$ cat src/rtl/prq_pkg.sv
`timescale 1ns / 1ps
// ----------------------------------------------------------------------------
// prq_pkg
// Shared widths, request and result codes, and cell control types for the
// priority ready queue.
// ----------------------------------------------------------------------------
package prq_pkg;

  localparam int CAPACITY    = 16;
  localparam int MAX_RESULTS = 16;

  localparam int ID_W    = 16;
  localparam int PRIO_W  = 7;
  localparam int STATE_W = 4;
  localparam int ACT_W   = 2;
  localparam int CODE_W  = 3;

  localparam int CNT_W = $clog2(CAPACITY + 1);
  localparam int IDX_W = (CAPACITY > 1) ? $clog2(CAPACITY) : 1;

  localparam int IN_DATA_W  = 32;
  localparam int OUT_DATA_W = 24;

  localparam logic [ACT_W-1:0] ACT_INSERT = 2'd0;
  localparam logic [ACT_W-1:0] ACT_REMOVE = 2'd1;
  localparam logic [ACT_W-1:0] ACT_LIST   = 2'd2;

  localparam logic [CODE_W-1:0] OUT_INSERTED  = 3'd0;
  localparam logic [CODE_W-1:0] OUT_DUPLICATE = 3'd1;
  localparam logic [CODE_W-1:0] OUT_NOT_READY = 3'd2;
  localparam logic [CODE_W-1:0] OUT_FULL      = 3'd3;
  localparam logic [CODE_W-1:0] OUT_REMOVED   = 3'd4;
  localparam logic [CODE_W-1:0] OUT_NOT_FOUND = 3'd5;
  localparam logic [CODE_W-1:0] OUT_ENTRY     = 3'd6;
  localparam logic [CODE_W-1:0] OUT_EMPTY     = 3'd7;

  typedef enum logic [1:0] {
    ST_IDLE,
    ST_EXEC,
    ST_LIST
  } state_t;

  typedef enum logic [1:0] {
    CELL_HOLD,
    CELL_INSERT,
    CELL_REMOVE
  } cell_op_t;

  typedef struct packed {
    cell_op_t            op;
    logic [ID_W-1:0]     id;
    logic [PRIO_W-1:0]   prio;
  } cell_ctrl_t;

endpackage

$ cat src/rtl/priority_ready_queue_core.sv
`timescale 1ns / 1ps
// ----------------------------------------------------------------------------
// priority_ready_queue_core
// Ready queue of process entries in ascending priority order, built as a
// row of slot cells that compare in parallel and shift together.
// ----------------------------------------------------------------------------
// Usage:
//   s_* carries requests: s_tuser = action (insert, remove, list),
//   s_tdata = proc_id [15:0], priority_req [22:16], proc_state [26:23].
//   m_* carries results: m_tuser = outcome, m_tdata = out_id [15:0],
//   out_priority [22:16], m_tlast marks the final result of a request.
//   A request is taken only while the core is idle. Insert and remove give
//   one result, registered after the request executes in ST_EXEC; the slot
//   row compares the id and priority in every cell at once, and the next
//   request is taken once the core is back in idle. A list gives its first
//   result from ST_LIST after ST_EXEC and then one entry per cycle while
//   m_tready does not stall, read from the slot row in head-to-tail order;
//   an empty queue gives one result. An unused action gives no result.
//   Reset empties the queue at once; slot contents are not cleared.
//   A stalled m_tready holds the result register; one more request may be
//   taken, and it waits until the result register is free.
// ----------------------------------------------------------------------------
module priority_ready_queue_core (
  input  logic                            clk,
  input  logic                            rst,
  input  logic                            s_tvalid,
  output logic                            s_tready,
  // proc_id, priority_req, proc_state, zero pad
  input  logic [prq_pkg::IN_DATA_W-1:0]   s_tdata,
  // action
  input  logic [prq_pkg::ACT_W-1:0]       s_tuser,
  output logic                            m_tvalid,
  input  logic                            m_tready,
  // out_id, out_priority, zero pad
  output logic [prq_pkg::OUT_DATA_W-1:0]  m_tdata,
  // outcome
  output logic [prq_pkg::CODE_W-1:0]      m_tuser,
  output logic                            m_tlast
);
  import prq_pkg::*;

  state_t state, state_next;
  logic [CNT_W-1:0] count, count_next;
  logic [IDX_W-1:0] list_idx, list_idx_next;

  logic [ACT_W-1:0]   req_action;
  logic [ID_W-1:0]    req_id;
  logic [PRIO_W-1:0]  req_prio;
  logic [STATE_W-1:0] req_state;

  cell_ctrl_t ctrl;
  logic load_out;
  logic [CODE_W-1:0] out_code_next;
  logic [ID_W-1:0]   out_id_next;
  logic [PRIO_W-1:0] out_prio_next;
  logic              out_last_next;
  logic out_free;
  logic full;
  logic any_match;
  logic [CNT_W-1:0] shown;
  logic list_last;

  logic [ID_W-1:0]   cell_id   [CAPACITY];
  logic [PRIO_W-1:0] cell_prio [CAPACITY];
  logic [CAPACITY-1:0] cell_ge;
  logic [CAPACITY-1:0] cell_match;
  logic [CAPACITY-1:0] cell_occ;
  logic [CAPACITY:0]   hit;

  assign hit[0]    = 1'b0;
  assign any_match = hit[CAPACITY];
  assign full      = (count >= CNT_W'(CAPACITY));
  assign out_free  = !m_tvalid || m_tready;

  genvar i;
  generate
    for (i = 0; i < CAPACITY; i++) begin : g_cell
      logic              l_occ, l_ge;
      logic [ID_W-1:0]   l_id, r_id;
      logic [PRIO_W-1:0] l_prio, r_prio;

      assign cell_occ[i] = (CNT_W'(i) < count);

      if (i == 0) begin : g_head
        assign l_occ  = 1'b1;
        assign l_ge   = 1'b0;
        assign l_id   = cell_id[i];
        assign l_prio = cell_prio[i];
      end else begin : g_body
        assign l_occ  = cell_occ[i-1];
        assign l_ge   = cell_ge[i-1];
        assign l_id   = cell_id[i-1];
        assign l_prio = cell_prio[i-1];
      end

      if (i == CAPACITY - 1) begin : g_tail
        assign r_id   = cell_id[i];
        assign r_prio = cell_prio[i];
      end else begin : g_mid
        assign r_id   = cell_id[i+1];
        assign r_prio = cell_prio[i+1];
      end

      prq_cell u_cell (
        .clk        (clk),
        .ctrl       (ctrl),
        .occ        (cell_occ[i]),
        .left_occ   (l_occ),
        .left_ge    (l_ge),
        .left_id    (l_id),
        .left_prio  (l_prio),
        .right_id   (r_id),
        .right_prio (r_prio),
        .hit_in     (hit[i]),
        .id         (cell_id[i]),
        .prio       (cell_prio[i]),
        .ge         (cell_ge[i]),
        .match      (cell_match[i]),
        .hit_out    (hit[i+1])
      );
    end
  endgenerate

  always_comb begin
    if (int'(count) > MAX_RESULTS) begin
      shown = CNT_W'(MAX_RESULTS);
    end else begin
      shown = count;
    end
  end

  assign list_last = ((CNT_W'(list_idx) + 1'b1) == shown);

  // next state
  always_comb begin
    state_next = state;
    case (state)
      ST_IDLE: begin
        if (s_tvalid) begin
          state_next = ST_EXEC;
        end
      end
      ST_EXEC: begin
        case (req_action)
          ACT_INSERT, ACT_REMOVE: begin
            if (out_free) begin
              state_next = ST_IDLE;
            end
          end
          ACT_LIST: begin
            if (count == '0) begin
              if (out_free) begin
                state_next = ST_IDLE;
              end
            end else begin
              state_next = ST_LIST;
            end
          end
          default: begin
            state_next = ST_IDLE;
          end
        endcase
      end
      ST_LIST: begin
        if (out_free && list_last) begin
          state_next = ST_IDLE;
        end
      end
      default: begin
        state_next = ST_IDLE;
      end
    endcase
  end

  // outputs and datapath control
  always_comb begin
    s_tready      = 1'b0;
    ctrl.op       = CELL_HOLD;
    ctrl.id       = req_id;
    ctrl.prio     = req_prio;
    load_out      = 1'b0;
    out_code_next = OUT_INSERTED;
    out_id_next   = req_id;
    out_prio_next = '0;
    out_last_next = 1'b1;
    count_next    = count;
    list_idx_next = list_idx;
    case (state)
      ST_IDLE: begin
        s_tready = 1'b1;
      end
      ST_EXEC: begin
        list_idx_next = '0;
        case (req_action)
          ACT_INSERT: begin
            load_out = out_free;
            if (full) begin
              out_code_next = OUT_FULL;
            end else if (req_state != '0) begin
              out_code_next = OUT_NOT_READY;
            end else if (any_match) begin
              out_code_next = OUT_DUPLICATE;
            end else begin
              out_code_next = OUT_INSERTED;
              if (out_free) begin
                ctrl.op    = CELL_INSERT;
                count_next = count + 1'b1;
              end
            end
          end
          ACT_REMOVE: begin
            load_out = out_free;
            if (any_match) begin
              out_code_next = OUT_REMOVED;
              if (out_free) begin
                ctrl.op    = CELL_REMOVE;
                count_next = count - 1'b1;
              end
            end else begin
              out_code_next = OUT_NOT_FOUND;
            end
          end
          ACT_LIST: begin
            if (count == '0) begin
              load_out      = out_free;
              out_code_next = OUT_EMPTY;
            end
          end
          default: begin
          end
        endcase
      end
      ST_LIST: begin
        load_out      = out_free;
        out_code_next = OUT_ENTRY;
        out_id_next   = cell_id[list_idx];
        out_prio_next = cell_prio[list_idx];
        out_last_next = list_last;
        if (out_free) begin
          list_idx_next = list_idx + 1'b1;
        end
      end
      default: begin
      end
    endcase
  end

  always_ff @(posedge clk) begin
    if (rst) begin
      state    <= ST_IDLE;
      count    <= '0;
      list_idx <= '0;
      m_tvalid <= 1'b0;
    end else begin
      state    <= state_next;
      count    <= count_next;
      list_idx <= list_idx_next;
      if (load_out) begin
        m_tvalid <= 1'b1;
      end else if (m_tready) begin
        m_tvalid <= 1'b0;
      end
    end
  end

  always_ff @(posedge clk) begin
    if (s_tvalid && s_tready) begin
      req_action <= s_tuser;
      req_id     <= s_tdata[ID_W-1:0];
      req_prio   <= s_tdata[ID_W+PRIO_W-1:ID_W];
      req_state  <= s_tdata[ID_W+PRIO_W+STATE_W-1:ID_W+PRIO_W];
    end
    if (load_out) begin
      m_tuser <= out_code_next;
      m_tdata <= {{(OUT_DATA_W-ID_W-PRIO_W){1'b0}}, out_prio_next, out_id_next};
      m_tlast <= out_last_next;
    end
  end

`ifndef ASSERT_OFF
  a_count_bound: assert property (@(posedge clk) disable iff (rst)
    count <= CNT_W'(CAPACITY))
    else $error("queue count beyond capacity");

  a_unique_ids: assert property (@(posedge clk) disable iff (rst)
    $onehot0(cell_match))
    else $error("id found in more than one slot");

  a_accept_exec: assert property (@(posedge clk) disable iff (rst)
    (s_tvalid && s_tready) |=> (state == ST_EXEC))
    else $error("accepted request not executed");

  a_insert_count: assert property (@(posedge clk) disable iff (rst)
    (load_out && (state == ST_EXEC) && (req_action == ACT_INSERT)
      && (out_code_next == OUT_INSERTED))
    |=> (count == $past(count) + 1'b1))
    else $error("insert did not grow the queue");
`endif

endmodule

$ cat src/rtl/prq_cell.sv
`timescale 1ns / 1ps
// ----------------------------------------------------------------------------
// prq_cell
// One queue slot: holds an id and priority, compares them with the request
// and shifts toward or away from the head together with its neighbors.
// ----------------------------------------------------------------------------
module prq_cell (
  input  logic                        clk,
  input  prq_pkg::cell_ctrl_t         ctrl,
  input  logic                        occ,
  input  logic                        left_occ,
  input  logic                        left_ge,
  input  logic [prq_pkg::ID_W-1:0]    left_id,
  input  logic [prq_pkg::PRIO_W-1:0]  left_prio,
  input  logic [prq_pkg::ID_W-1:0]    right_id,
  input  logic [prq_pkg::PRIO_W-1:0]  right_prio,
  input  logic                        hit_in,
  output logic [prq_pkg::ID_W-1:0]    id,
  output logic [prq_pkg::PRIO_W-1:0]  prio,
  output logic                        ge,
  output logic                        match,
  output logic                        hit_out
);
  import prq_pkg::*;

  logic ins_load;

  assign ge       = occ && (prio >= ctrl.prio);
  assign match    = occ && (id == ctrl.id);
  assign hit_out  = hit_in || match;
  // slot takes a value if it shifts or is the first free slot
  assign ins_load = ge || (!occ && left_occ);

  always_ff @(posedge clk) begin
    case (ctrl.op)
      CELL_INSERT: begin
        if (ins_load) begin
          if (left_ge) begin
            id   <= left_id;
            prio <= left_prio;
          end else begin
            id   <= ctrl.id;
            prio <= ctrl.prio;
          end
        end
      end
      CELL_REMOVE: begin
        if (hit_out) begin
          id   <= right_id;
          prio <= right_prio;
        end
      end
      default: begin
      end
    endcase
  end

endmodule
$ cat config.mk
export PLATFORM = sky130hd
export DESIGN_NAME = priority_ready_queue_core
export DESIGN_NICKNAME = d
export VERILOG_FILES = /design/src/rtl/prq_pkg.sv /design/src/rtl/priority_ready_queue_core.sv /design/src/rtl/prq_cell.sv
export SDC_FILE = /design/constraint.sdc
export NUM_CORES = 1
export LEC_CHECK = 0
export BUFFER_PORTS_ARGS = -buffer_cell sky130_fd_sc_hd__buf_4
export CORE_MARGIN = 2
export CORE_UTILIZATION = 35
export DETAILED_ROUTE_END_ITERATION = 16
export HOLD_SLACK_MARGIN = 0.08
export RECOVER_POWER = 25
export SYNTH_ARGS = -nofsm -noshare
export SYNTH_HDL_FRONTEND = slang
export SYNTH_SLANG_ARGS = --single-unit
export TNS_END_PERCENT = 30
$ cat constraint.sdc
create_clock -name clk -period 5.2 [get_ports clk]
set_input_delay 0.52 -clock clk [delete_from_list [all_inputs] [get_ports clk]]
set_output_delay 0.52 -clock clk [all_outputs]
set_load 0.005 [all_outputs]
==> impl_metrics.tcl <==
set metrics [dict create \
    clock_tree.root_cell "clkbuf_16" \
    h-tree-depth 2 \
    min_from "s_tdata[4]" \
    crit_family "simple AND/OR/NAND/NOR gates" \
    n_fill_cell 8319 \
    drc 0 \
    ys_warn_count 0 \
    rrSetupSlack_ns 0.34 \
    reg2reg_to "g_cell[6].u_cell.id[7]$_DFFE_PP_" \
    critPathArrivalTime_ns 5.22 \
    fin_area_um2 34500 \
    yosysTopAreaCell "edfxtp_1" \
    fp-row-count 108 \
    crit_chain "nand2_1 -> o21ai_0 -> nand4_1 -> o22ai_1 -> a311oi_1 -> nand4_2 -> nor4_1 -> buf_4 -> inv_1 -> ha_4 -> and3_1 -> buf_4 -> nor2b_1 -> nor2b_1 -> a221oi_4 -> buf_12" \
    clockBufferDepth 3 \
    wl_met1_mm 39.5 \
    dr_wl_met3_mm 5.79 \
    drv_cap 3 \
    io_pins 68 \
    finClkSkew_ns 0.0145 \
    synth_top_area_share_pct 41.8 \
    drv_slew 143 \
    vias 22600 \
    overflow 0 \
    die_w_um 299 \
    synth.top_cells.by_area "edfxtp_1, mux4_2, a21oi_1, xor2_1, a2bb2oi_1" \
    final_cells 4007 \
    wl_mm 92.8 \
    fin_util_pct 39.9 \
    cts_tree "built" \
    violations "capacitance limit, slew limit" \
    top_layer "met4" \
    drtPass1Iterations 5 \
    synth_seq_cells 436 \
    setup_viol 0 \
    dieHeight_um 299 \
    grt_pass1_vias 22400 \
    synth_seq_area_share_pct 42.6 \
    period_share_pct 93.5 \
    min_delay_path_depth 1 \
    synth.most_common_cell "edfxtp_1" \
    avgSynthCellArea_um2 10.9 \
    fmax_mhz 206 \
    p_per_area_nw_per_um2 238 \
    synth_nets 2949 \
    gp_congestion 0.955 \
    ys_top_cells_by_count "edfxtp_1, a21oi_1, nand2_1" \
    synthFlopType "edfxtp_1" \
    ir_worst_vdd_uv 220 \
    required_ns 5.55 \
    antenna_found_initial 0 \
    syn_to_final_growth_pct 13.2 \
    synth_cell_types 70 \
    diodes 0 \
    viasPerCell 5.65 \
    fin_crit_ns 4.86 \
    route.met2.wl_mm 43.9 \
    grt_max_degree 127 \
    syn_area_um2 30400 \
    drtAntennaViolNets 0 \
    slowest_delay_ns 0.75 \
    synth_cells 2789 \
    worst_slew_pin_slew_ns 2.36 \
    max_slew_margin_pct -57.2 \
    drtIter0Drc 2364 \
    p_leak_uw 0.0125 \
    outcome "complete, but fails checks" \
    critPathLaunchType "flip-flop" \
    critPathMaxFanout 23 \
    placed_cell_area_um2 32600 \
    ys_async_sr_fraction_pct 0 \
    rsz0062_at_grt "false" \
    cp-end-kind "flip-flop" \
    reg2reg_from "count[3]$_SDFFE_PP0P_" \
    min_to "req_id[4]$_DFFE_PP_" \
    dp.cells 3880 \
    synth_enable_flop_cells 424 \
    initial_utilization_pct 35.2 \
    clk_latency_ns 0.60 \
    tns_ns 0 \
    numPortBuffers 61 \
    hold_viol 0 \
    drive_above_1_share_pct 15.4 \
    nets 2972 \
    cts_made_buffers 51 \
    critPathSlowestCell "o21ai_0" \
    grtUsageTotal_pct 20.5 \
    reg2reg_depth 16 \
    hpwl_mm 69.2 \
    clk_pin_slew_ns 0.06 \
    wl_per_cell_um 23.2 \
    fp.dieArea_um2 89400 \
    power.total_uw 8220 \
    core_area_um2 86500 \
    cts_sinks 436 \
    crit_buf_inv 4 \
    path_class "flip-flop to flip-flop" \
    min-delay-path-class "input port to flip-flop" \
    grt_first_pass_wirelength_mm 142 \
]
==> through the flow <==
| stage | hold slack [ns] | worst slack [ns] |
|---|---|---|
| detailed placement | 0.502 | 0.107 |
| CTS | 0.0934 | 0.0558 |
| global placement | 0.482 | 0.149 |
| floorplan | 0.467 | 0.0697 |
| global route | 0.157 | 0.135 |
| finish | 0.142 | 0.338 |
==> kinds of logic (layout without fill, tap and decap cells) <==
kind of cell,Yosys count,count (layout),synth area share [%]
AOI/OAI and AO/OA,680,680,14.6
and+or+nand+nor,698,698,10.9
adders and majority gates,122,122,5.01
muxes,312,312,15.2
xor gates and xnor gates,262,262,7.54
DFF,436,436,42.6
other,1,1,0.0123
buffers and inverters,278,341,4.15
==> placed cells by master (no fill, tap or decap), drive strengths merged, types with 5 or more instances in the layout <==
cell type	count
buf	117
ha	122
inv	36
nor3	22
nor4	76
dlygate4sd3	28
clkbuf	130
edfxtp	424
and2	18
a21o	61
xor2	187
nor2b	12
a311oi	9
mux2i	141
and3	5
nand2b	28
a22oi	11
a211oi	8
nand3	26
a2bb2oi	176
o21a	9
dfxtp	12
clkinvlp	6
clkinv	21
a21oi	340
o21ai	29
or3	10
nand2	247
mux2	56
nor2	191
nor4b	6
a211o	8
xnor2	75
nand4	34
mux4	115
==> worst max-delay path by stage <==
stage / start / endpoint / slack [ns] / cells after the start
global route: count[3]$_SDFFE_PP0P_ / g_cell[6].u_cell.id[8]$_DFFE_PP_ / 0.13 / 16
global placement: req_id[15]$_DFFE_PP_ / g_cell[6].u_cell.id[3]$_DFFE_PP_ / 0.15 / 18
detailed placement: req_id[15]$_DFFE_PP_ / g_cell[6].u_cell.id[6]$_DFFE_PP_ / 0.11 / 18
finish: count[3]$_SDFFE_PP0P_ / g_cell[6].u_cell.id[7]$_DFFE_PP_ / 0.34 / 16
CTS: req_id[15]$_DFFE_PP_ / g_cell[6].u_cell.id[8]$_DFFE_PP_ / 0.06 / 18
floorplan: req_id[2]$_DFFE_PP_ / g_cell[13].u_cell.id[0]$_DFFE_PP_ / 0.07 / 17
==> repair_timing <==
action | 4_1_cts | 5_1_grt
hold buffers | 28 | 0
endpoints found under the hold margin | 28 | 0
setup buffers | 0 | 6
setup endpoints to repair | 0 | 327
resized for setup | 0 | 0
==> power breakdown <==
part           total (µW)  leakage, µW  internal [µW]  switching, µW
registers            3930      0.00392           3900           29.6
logic                 807      0.00781            342            465
clock network        3480     0.000743           1940           1540
==> registers in the layout, indices dropped and copies added, names as in the netlist <==
register and flops:
g_cell.u_cell.id 256, req_state 4, m_tuser 3, list_idx 4
g_cell.u_cell.prio 112, req_action 2, m_tlast 1, m_tvalid 1
req_id 16, state 2, count 5, m_tdata 23
req_prio 7
==> layer usage <==
| layer | up-vias | GRT usage [%] |
|---|---|---|
| met5 | - | 0 |
| met4 | 0 | 7.24 |
| met3 | 169 | 2.90 |
| met2 | 851 | 34.0 |
| met1 | 11000 | 27.2 |
| li1 | 10600 | - |
==> area by class of cell <==
cell class	instances	area (µm²)	share of cell area, %
Clock buffer	62	1320	3.82
Clock inverter	31	234	0.679
Inverter	35	139	0.403
Multi-Input combinational cell	2075	16400	47.6
Sequential cell	436	13000	37.7
Tap cell	1155	1450	4.19
Timing Repair Buffer	213	1960	5.70
No activity file was read; power rests on OpenSTA's default activity.
